===== config.mk =====
export PLATFORM = sky130hd
export DESIGN_NAME = tce_ram
export DESIGN_NICKNAME = d
export VERILOG_FILES = /design/src/rtl/tce_ram.sv
export SDC_FILE = /design/constraint.sdc
export NUM_CORES = 1
export LEC_CHECK = 0
export BUFFER_PORTS_ARGS = -buffer_cell sky130_fd_sc_hd__buf_4
export CAP_MARGIN = 20
export CORE_AREA = 2 2 223 225
export CTS_BUF_LIST = sky130_fd_sc_hd__clkbuf_8
export DETAILED_ROUTE_END_ITERATION = 8
export DIE_AREA = 0 0 225 227
export HOLD_SLACK_MARGIN = 0.02
export MAX_ROUTING_LAYER = met4
export SYNTH_ARGS = -nofsm -noshare
export SYNTH_HDL_FRONTEND = slang
export SYNTH_SLANG_ARGS = --single-unit

===== constraint.sdc =====
create_clock -name clk -period 10.15 [get_ports clk]
set_input_delay 1.015 -clock clk [delete_from_list [all_inputs] [get_ports clk]]
set_output_delay 1.015 -clock clk [all_outputs]
set_load 0.005 [all_outputs]

===== src/rtl/tce_ram.sv =====
// ----------------------------------------------------------------------------
// Generic single-port-write RAM
// One write port and one read port with registered read data; a read of the
// address being written returns the new data.
// ----------------------------------------------------------------------------
module tce_ram #(
    parameter int WIDTH = 32,
    parameter int DEPTH = 16
) (
    input  logic                     clk,
    input  logic                     we,
    input  logic [$clog2(DEPTH)-1:0] waddr,
    input  logic [WIDTH-1:0]         wdata,
    input  logic [$clog2(DEPTH)-1:0] raddr,
    output logic [WIDTH-1:0]         rdata
);

    logic [WIDTH-1:0] mem_reg [DEPTH];
    logic [WIDTH-1:0] rdata_reg;

    always_ff @(posedge clk)
    begin
        if (we)
        begin
            mem_reg[waddr] <= wdata;
        end
        if (we && (waddr == raddr))
        begin
            rdata_reg <= wdata;
        end
        else
        begin
            rdata_reg <= mem_reg[raddr];
        end
    end

    assign rdata = rdata_reg;

endmodule


==> flow_metrics.py <==
metrics = {
    "final_layout": {
        "mostFrequentLayoutCells": "512 x edfxtp_1, 128 x mux4_2, 93 x buf_4, 82 x clkbuf_8, 64 x a22oi_1",
        "largest_reg_flops": 512,
        "finalNetCount": 984,
        "drive_gt1_frac": 0.3463,
        "stdcell_count": 1629,
        "areaGrowthSynthToFinish_pct": 15.12,
        "final_common_cell": "edfxtp_1",
    },
    "synthesis": {
        "yosysWarnings": 0,
        "synthesis.nets": 852,
        "syn_area_per_cell_sq_um": 23.82,
        "postSynthCellCount": 810,
        "ys_ff_latch": 516,
        "yosysUniqueCellTypes": 18,
        "synth_area_sq_um": 19290,
        "yosysSeqAreaShare": 0.8010,
    },
    "floorplan": {
        "start_util": 0.3974,
        "core_sq_um": 48550,
        "dieArea_sq_um": 51080,
        "fp.dieH_um": 227,
        "io_pins": 74,
        "die_w_um": 225,
        "fp-row-count": 81,
    },
    "clocking": {
        "htreeDepth": 3,
        "root_buffer": "clkbuf_8",
        "clock-sinks": 516,
        "cts_tree": "done",
        "post-cts-setup-buffer-count": 0,
        "cts_made_buffers": 79,
        "cts.path.max_buffers": 3,
        "clkTransAtPathRegs_ns": 0.06,
        "ctsHoldBuffers": 0,
        "postCtsResizedCells": 0,
    },
    "global_routing": {
        "track_usage": 0.1691,
        "first_global_vias": 9267,
        "grt_max_degree": 82,
        "antenna_found_initial": 2,
        "grt_pass1_wl_mm": 60.25,
        "grt.overflow.total": 0,
    },
    "placed_design": {
        "port_buffers": 73,
        "hpwl_mm": 18.93,
        "place_congestion": 0.6773,
        "dp.cells": 1483,
    },
    "sta": {
        "finalSetupViolCount": 0,
        "clock.fmax_mhz": 217.3,
        "tightest_slew_ns": 1.138,
        "fin_setup_tns_ns": 0,
        "rsz0062_at_grt": "false",
        "max_slew_margin": 0.2414,
        "post-route-period-util": 0.4535,
        "period_minus_slack_ns": 4.603,
        "slew_violations": 0,
        "hold_viol_final": 0,
    },
    "detailed_routing": {
        "drc_errors": 0,
        "vias": 8794,
        "dr.pass1.iters": 5,
        "drt-total-wl_mm": 40.89,
        "avgViaCountPerCell": 5.398,
        "ant_nets": 0,
        "drt_iter0_markers": 898,
        "wl_per_cell_um": 25.10,
    },
    "setup_path": {
        "cp.required_ns": 9.14,
        "crit_path_start_kind": "flip-flop",
        "crit_path_end_kind": "output port",
        "critical_path_peak_fanout": 69,
        "cp.arrival_ns": 3.59,
        "endpoint": "rdata[6]",
        "timing_worst_setup_path_type": "flip-flop to output port",
    },
    "pwr": {
        "netSwitchingPower_uw": 908.4,
        "p_leak_uw": 0.007116,
        "power_uw": 4250,
        "combPwrFrac": 0.051,
        "p_int_uw": 3341,
        "peakVddDrop_v": 0.00007855,
        "switching_share": 0.2137,
        "powerDensity_nw_per_um2": 191.3,
        "seqPwrFrac": 0.566,
        "clkPwrFrac": 0.383,
    },
    "run_status": {
        "status": "finished clean",
    },
    "job": {
        "cap_violations": 0,
    },
    "worst_hold_path": {
        "hold_depth": 1,
        "hold_class": "input port to flip-flop",
    },
}
through the flow:
stage	instance area, sq um	setup WS [ns]	hold WS, ns	util
floorplan	19290	5.955	1.043	-
global placement	20710	6.185	1.135	0.4266
detailed placement	20710	6.165	1.125	0.4266
CTS	22210	5.467	0.4333	0.4574
global route	22210	5.310	0.4598	0.4575
finish	22210	5.547	0.4911	0.4575
synthesized netlist by cell type:
library cell / count / area share
a22oi_1: 64 / 0.025
and2_1: 1 / 0.00032
buf_1: 9 / 0.0018
buf_2: 4 / 0.0010
buf_4: 11 / 0.0043
buf_6: 2 / 0.0012
clkbuf_1: 17 / 0.0033
dfxtp_1: 4 / 0.0042
edfxtp_1: 512 / 0.80
mux4_2: 128 / 0.15
nand2_1: 33 / 0.0064
nand2b_1: 2 / 0.00065
nand3_1: 1 / 0.00026
nand3b_1: 2 / 0.00078
nor2_1: 13 / 0.0025
nor2b_1: 2 / 0.00065
nor3_1: 4 / 0.0010
or3b_2: 1 / 0.00045
how the worst min path moves through the flow:
stage | from | to | slack [ns]
final | raddr[3] | flip-flop | 0.49
after global placement | raddr[2] | flip-flop | 1.14
after detailed placement | raddr[2] | flip-flop | 1.12
after global routing | raddr[2] | flip-flop | 0.46
after CTS | raddr[3] | flip-flop | 0.43
after floorplan | raddr[0] | flip-flop | 1.04
power by group through the flow:
stage	registers (uW)	clock network (uW)	logic [uW]
floorplan	2440	0	124
global placement	2450	0	217
detailed placement	2450	0	220
CTS	2410	1680	220
global route	2410	1760	234
finish	2410	1630	215
area by class of cell:
cell class,count,area [sq um]
diodes,2,5.005
clock buffers,82,1129
clock inverters,62,367.9
fillers,4012,26340
multi-input cells,251,3750
flip-flops and latches,516,15460
well taps,622,778.2
repair buffers,94,718.2
cell families (layout without fill, tap and decap cells):
kind of cell    Yosys count  count (layout)  synth area share
other cells               0               2                 0
flops                   516             516            0.8010
buf+inv                  43             238           0.01154
simple gates             59              59           0.01310
mux                     128             128            0.1494
compound gates           64              64           0.02490
routing by layer:
layer  share of wire  track usage  routed length, um
met2            0.47       0.2504              19180
met4           0.016      0.05490                649
met5               0            -                  0
met3           0.062      0.03059               2519
met1            0.45       0.2398              18540
worst max-delay path, stage by stage (launching register included):
cell and delay, ns:
dfxtp_4 0.94, buf_4 0.95, mux4_2 0.42, a22oi_1 0.23, nand2_1 0.18, buf_4 0.18
Note: power is estimated with default switching activity, not from simulation.
