<file path="config.mk">
export PLATFORM = sky130hd
export DESIGN_NAME = tce_regfile
export DESIGN_NICKNAME = d
export VERILOG_FILES = /design/src/rtl/tce_pkg.sv /design/src/rtl/tce_ram.sv /design/src/rtl/tce_regfile.sv
export SDC_FILE = /design/constraint.sdc
export NUM_CORES = 1
export LEC_CHECK = 0
export ABC_CLOCK_PERIOD_IN_PS = 1700
export BUFFER_PORTS_ARGS = -buffer_cell sky130_fd_sc_hd__buf_2
export CAP_MARGIN = 20
export CORE_ASPECT_RATIO = 0.9
export CORE_UTILIZATION = 35
export DETAILED_ROUTE_END_ITERATION = 10
export GPL_ROUTABILITY_DRIVEN = 0
export PLACE_DENSITY = 0.54
export SLEW_MARGIN = 30
export SYNTH_ARGS = -nofsm -noshare
export SYNTH_HDL_FRONTEND = slang
export SYNTH_SLANG_ARGS = --single-unit
</file>
<file path="constraint.sdc">
create_clock -name clk -period 1.7 [get_ports clk]
set_clock_uncertainty 0.1 [all_clocks]
set_input_delay 0.17 -clock clk [delete_from_list [all_inputs] [get_ports clk]]
set_output_delay 0.17 -clock clk [all_outputs]
set_load 0.01 [all_outputs]
</file>
<file path="src/rtl/tce_pkg.sv">
// ----------------------------------------------------------------------------
// Teaching CPU execute stage package
// Shared widths, opcodes and the structs that pass between the stage modules.
// ----------------------------------------------------------------------------
package tce_pkg;

    localparam int REG_COUNT  = 16;
    localparam int REG_IDX_W  = $clog2(REG_COUNT);
    localparam int MEM_WORDS  = 2048;
    localparam int MEM_ADDR_W = $clog2(MEM_WORDS);
    localparam int IO_REGS    = 4;
    localparam int IO_IDX_W   = $clog2(IO_REGS);
    localparam int DATA_W     = 32;
    localparam int PC_W       = 16;
    localparam int IMM_W      = 16;
    localparam int OP_W       = 4;
    localparam int BYTE_W     = 8;
    localparam int SHAMT_W    = 5;

    // Register file read ports: rs, rt and rd.
    localparam int RD_PORTS = 3;
    localparam int PORT_A   = 0;
    localparam int PORT_B   = 1;
    localparam int PORT_C   = 2;

    localparam logic [REG_IDX_W-1:0] IMM_REG   = REG_IDX_W'(1);
    localparam logic [REG_IDX_W-1:0] LINK_REG  = REG_IDX_W'(15);
    localparam logic [REG_IDX_W-1:0] IO_RD_SEL = REG_IDX_W'(0);
    localparam logic [DATA_W-1:0]    LED_PORT    = DATA_W'(1);
    localparam logic [DATA_W-1:0]    LOCKED_PORT = DATA_W'(2);

    typedef enum logic [OP_W-1:0] {
        OP_ADD  = 4'd0,
        OP_SUB  = 4'd1,
        OP_AND  = 4'd2,
        OP_OR   = 4'd3,
        OP_SLL  = 4'd4,
        OP_SRA  = 4'd5,
        OP_IO   = 4'd6,
        OP_BEQ  = 4'd7,
        OP_BGT  = 4'd8,
        OP_BLE  = 4'd9,
        OP_BNE  = 4'd10,
        OP_JAL  = 4'd11,
        OP_LW   = 4'd12,
        OP_SW   = 4'd13,
        OP_LHI  = 4'd14,
        OP_HALT = 4'd15
    } op_t;

    typedef struct packed {
        op_t                   op;
        logic                  uses_imm;
        logic [REG_IDX_W-1:0]  rd;
        logic [REG_IDX_W-1:0]  rs;
        logic [REG_IDX_W-1:0]  rt;
        logic [IMM_W-1:0]      imm;
        logic [PC_W-1:0]       pc;
    } instr_t;

    typedef struct packed {
        logic                  en;
        logic [REG_IDX_W-1:0]  idx;
        logic [DATA_W-1:0]     data;
    } reg_wr_t;

    typedef struct packed {
        logic                  jump_taken;
        logic [PC_W-1:0]       jump_target;
        logic                  halted;
        logic                  led_write;
        logic [BYTE_W-1:0]     led_value;
        logic                  imm_used_out;
    } result_t;

    typedef struct packed {
        reg_wr_t               reg_wr;
        logic                  is_load;
        logic                  mem_we;
        logic [MEM_ADDR_W-1:0] mem_addr;
        logic [DATA_W-1:0]     mem_data;
        logic                  io_we;
        logic [IO_IDX_W-1:0]   io_idx;
        logic [BYTE_W-1:0]     io_data;
        result_t               res;
    } exec_t;

endpackage

</file>
<file path="src/rtl/tce_ram.sv">
// ----------------------------------------------------------------------------
// Generic single-port-write RAM
// One write port and one read port with registered read data; a read of the
// address being written returns the new data.
// ----------------------------------------------------------------------------
module tce_ram #(
    parameter int WIDTH = 32,
    parameter int DEPTH = 16
) (
    input  logic                     clk,
    input  logic                     we,
    input  logic [$clog2(DEPTH)-1:0] waddr,
    input  logic [WIDTH-1:0]         wdata,
    input  logic [$clog2(DEPTH)-1:0] raddr,
    output logic [WIDTH-1:0]         rdata
);

    logic [WIDTH-1:0] mem_reg [DEPTH];
    logic [WIDTH-1:0] rdata_reg;

    always_ff @(posedge clk)
    begin
        if (we)
        begin
            mem_reg[waddr] <= wdata;
        end
        if (we && (waddr == raddr))
        begin
            rdata_reg <= wdata;
        end
        else
        begin
            rdata_reg <= mem_reg[raddr];
        end
    end

    assign rdata = rdata_reg;

endmodule

</file>
<file path="src/rtl/tce_regfile.sv">
// ----------------------------------------------------------------------------
// Register file
// Three read copies of the 16 x 32 register file, per-entry valid bits for
// the zero reset value, and a bypass of the write that is in flight.
// ----------------------------------------------------------------------------
module tce_regfile (
    input  logic                            clk,
    input  logic                            rst_n,
    input  logic [tce_pkg::REG_IDX_W-1:0]   rd_addr [tce_pkg::RD_PORTS],
    input  tce_pkg::reg_wr_t                wr,
    output logic [tce_pkg::DATA_W-1:0]      rd_data [tce_pkg::RD_PORTS]
);
    import tce_pkg::*;

    logic [REG_COUNT-1:0] valid_reg;
    logic [REG_IDX_W-1:0] addr_reg  [RD_PORTS];
    logic [DATA_W-1:0]    ram_rdata [RD_PORTS];

    always_ff @(posedge clk or negedge rst_n)
    begin
        if (!rst_n)
        begin
            valid_reg <= '0;
        end
        else if (wr.en)
        begin
            valid_reg[wr.idx] <= 1'b1;
        end
    end

    always_ff @(posedge clk)
    begin
        for (int p = 0; p < RD_PORTS; p++)
        begin
            addr_reg[p] <= rd_addr[p];
        end
    end

    for (genvar g = 0; g < RD_PORTS; g++)
    begin : g_copy
        tce_ram #(
            .WIDTH(DATA_W),
            .DEPTH(REG_COUNT)
        ) u_ram (
            .clk  (clk),
            .we   (wr.en),
            .waddr(wr.idx),
            .wdata(wr.data),
            .raddr(rd_addr[g]),
            .rdata(ram_rdata[g])
        );
    end

    // The write port carries the previous instruction's result, which the
    // registered read data cannot have seen yet.
    always_comb
    begin
        for (int p = 0; p < RD_PORTS; p++)
        begin
            if (wr.en && (wr.idx == addr_reg[p]))
            begin
                rd_data[p] = wr.data;
            end
            else if (valid_reg[addr_reg[p]])
            begin
                rd_data[p] = ram_rdata[p];
            end
            else
            begin
                rd_data[p] = '0;
            end
        end
    end

endmodule

</file>
==> flow_summary.json <==
{
  "status": "finished, violations left",
  "violations": "setup timing",
  "cp.depth": 8,
  "crit_fanout": 12,
  "synthCells": 1684,
  "route.detailed.drc": 0,
  "async_reset_ff_share_pct": 2.96,
  "critPathTopFamily": "buffers and inverters",
  "drt_iter0_drc": 2699,
  "fmax_mhz": 337,
  "fin_total_pwr_mw": 37.0,
  "root_buffer": "clkbuf_16",
  "cp.arrival_ns": 2.70,
  "tns_ns": -112.34,
  "drv_cap": 0,
  "io_buffers": 146,
  "cp-start-kind": "flip-flop",
  "fillers": 6980,
  "yosysWarnings": 0,
  "multi_input_comb_area_mm2": 0.0142,
  "routed_wl_um": 115000,
  "numClockSinks": 540,
  "grt_util_all_layers_pct": 26.6,
  "grt_pass1_wl_um": 161000,
  "hpwlAfterDp_um": 72600,
  "clk_pin_slew_ns": 0.06,
  "drtAntennaViolNets": 0,
  "area_growth_pct": 37.8,
  "wire_per_inst_um": 34.3,
  "synth_edf_count": 512,
  "fp.dieW_um": 309,
  "hold_depth": 2,
  "cpMostUsedCell": "buf_4",
  "powerDensity_mw_per_mm2": 903,
  "worstPathRequired_ns": 1.43,
  "cp_slowest_cell": "mux4_2",
  "crit_chain": "buf_12, buf_4, mux4_2, a22o_1, nor2_2, o31ai_2, buf_4, buf_2",
  "grt_pass1_vias": 21400,
  "relSlewSlack_pct": 51.5,
  "nets": 2228,
  "timing.final.max_slew_violations": 0,
  "min_period_over_period_pct": 175,
  "clockBufferDepth": 3,
  "endpoint_kind": "primary output",
  "period_minus_slack_ns": 2.97,
  "initial_core_util_pct": 35.3,
  "syn_area_mm2": 0.0297,
  "avgSynthCellArea_um2": 17.7,
  "critPathBufInv": 4,
  "insertion_delay_ns": 0.62,
  "dieArea_mm2": 0.0862,
  "setup_viol": 96,
  "vdd_drop_max_mv": 0.777,
  "pre_cts_ws_ns": -0.761,
  "worst_hold_slack_ns": 0.0644,
  "avgViaCountPerCell": 6.35,
  "final_common_cell": "edfxtp_1",
  "antenna_found_initial": 2,
  "largest_register_ff_count": 512,
  "worstMarginPinSlew_ns": 0.726,
  "io_pins": 147,
  "synth.distinct_cells": 27,
  "yosys_most_used_dff": "edfxtp_1",
  "critPathKind": "flip-flop to primary output",
  "p_leak_nw": 14.0,
  "rsz0062_at_grt": "yes",
  "yosysSeqAreaShare_pct": 53.8,
  "vias": 21400,
  "slowest_delay_ns": 0.49,
  "antenna_cells": 0,
  "cts_tree": "built",
  "htree_num_levels": 2,
  "drive_above_1_share_pct": 58.8,
  "first_pass_iters": 5,
  "die_y_um": 279,
  "fp-row-count": 101,
  "hp-class": "input port to flip-flop",
  "fin_ws_ns": -1.27,
  "grt_max_degree": 26,
  "final_cell_mix": "edfxtp_1, mux4_2, a22o_1, buf_4, buf_12",
  "ff2ff_path_depth": 1,
  "finalHoldViolations": 0,
  "cts_inserted_buffers": 60,
  "core_area_mm2": 0.0843,
  "synth_nets": 1735,
  "grt_overflow": 0,
  "seqCellArea_mm2": 0.0161,
  "ys_ff_latch": 540
}
-- cell usage after synthesis (4+ instances only) --
cell type    n  area share [%]
buf_4       22            0.56
mux4_2     396              30
o31ai_1     96             2.4
dfrtp_1     16             1.3
dfxtp_1     12            0.81
edfxtp_1   512              52
nor2b_1      6            0.13
and2_1       5            0.11
and2_0       4           0.084
a22o_1     192             5.7
nor2_1     111             1.4
xor2_1       9            0.27
clkbuf_1    78            0.98
buf_6       21            0.80
nor3_1       4           0.067
mux2i_1      6            0.20
buf_2       65             1.1
nand3_1     97             1.6
or2_2       16            0.34
-- metrics by stage --
stage	util (%)	area, um^2	cells
2_1_floorplan	-	31000	1684
3_3_place_gp	42.8	36100	3097
3_5_place_dp	42.8	36100	3097
4_1_cts	47.8	40300	3331
5_1_grt	48.6	41000	3361
6_report	48.6	41000	3361
-- final cells by class --
cell class	count	area share (%)
clock buffers	72	3.77
clock inverters	41	1.17
multi-input cells	959	34.7
flip-flops and latches	540	39.2
well taps	1133	3.46
repair buffers	616	17.8
-- final timing paths --
path                                           startpoint                        end  slack, ns
worst min register to register  valid_reg[15]$_DFFE_PN0P_  valid_reg[15]$_DFFE_PN0P_       0.41
min in group asynchronous                           rst_n   valid_reg[1]$_DFFE_PN0P_       0.56
worst max register to register   valid_reg[7]$_DFFE_PN0P_   valid_reg[7]$_DFFE_PN0P_       0.76
worst max-delay path               addr_reg[0][4]$_DFF_P_                rd_data[63]      -1.27
max in group asynchronous                           rst_n   valid_reg[7]$_DFFE_PN0P_       0.47
worst min-delay path                          rd_addr[10]     addr_reg[0][2]$_DFF_P_       0.06
-- kinds of logic (layout without fill, tap and decap cells) --
family / after synthesis / after routing / share of synthesized area [%]
flip-flops: 540 / 540 / 53.8
multiplexers: 405 / 405 / 30.3
AO/OA/AOI/OAI: 288 / 288 / 8.08
AND/OR/NAND/NOR: 252 / 254 / 3.99
buffers and inverters: 187 / 729 / 3.44
XOR/XNOR: 12 / 12 / 0.353
-- timing repair --
action / in CTS / in global routing
cloned: 17 / 11
setup endpoints to repair: 96 / 96
buffers inserted: 62 / 28
hold buffers: 46 / 0
resized for setup: 167 / 77
pin swaps: 55 / 70
hold endpoints to repair: 540 / 0
-- power breakdown --
part | switching (mW) | leakage [nW] | total (mW) | internal (mW)
clock | 5.66 | 0.957 | 13.5 | 7.87
sequential | 0.264 | 4.89 | 15.2 | 14.9
combinational | 4.16 | 8.18 | 8.30 | 4.14
total | 10.1 | 14.0 | 37.0 | 26.9
-- metal layers --
| metal | part of all wire [%] | track usage, % | vias up |
|---|---|---|---|
| li1 | - | - | 8391 |
| met1 | 40 | 36.8 | 11400 |
| met2 | 47 | 41.5 | 1356 |
| met3 | 9.9 | 5.77 | 216 |
| met4 | 3.1 | 8.52 | 4 |
| met5 | 0.020 | 0 | - |
No activity file was read; power rests on OpenSTA's default activity.
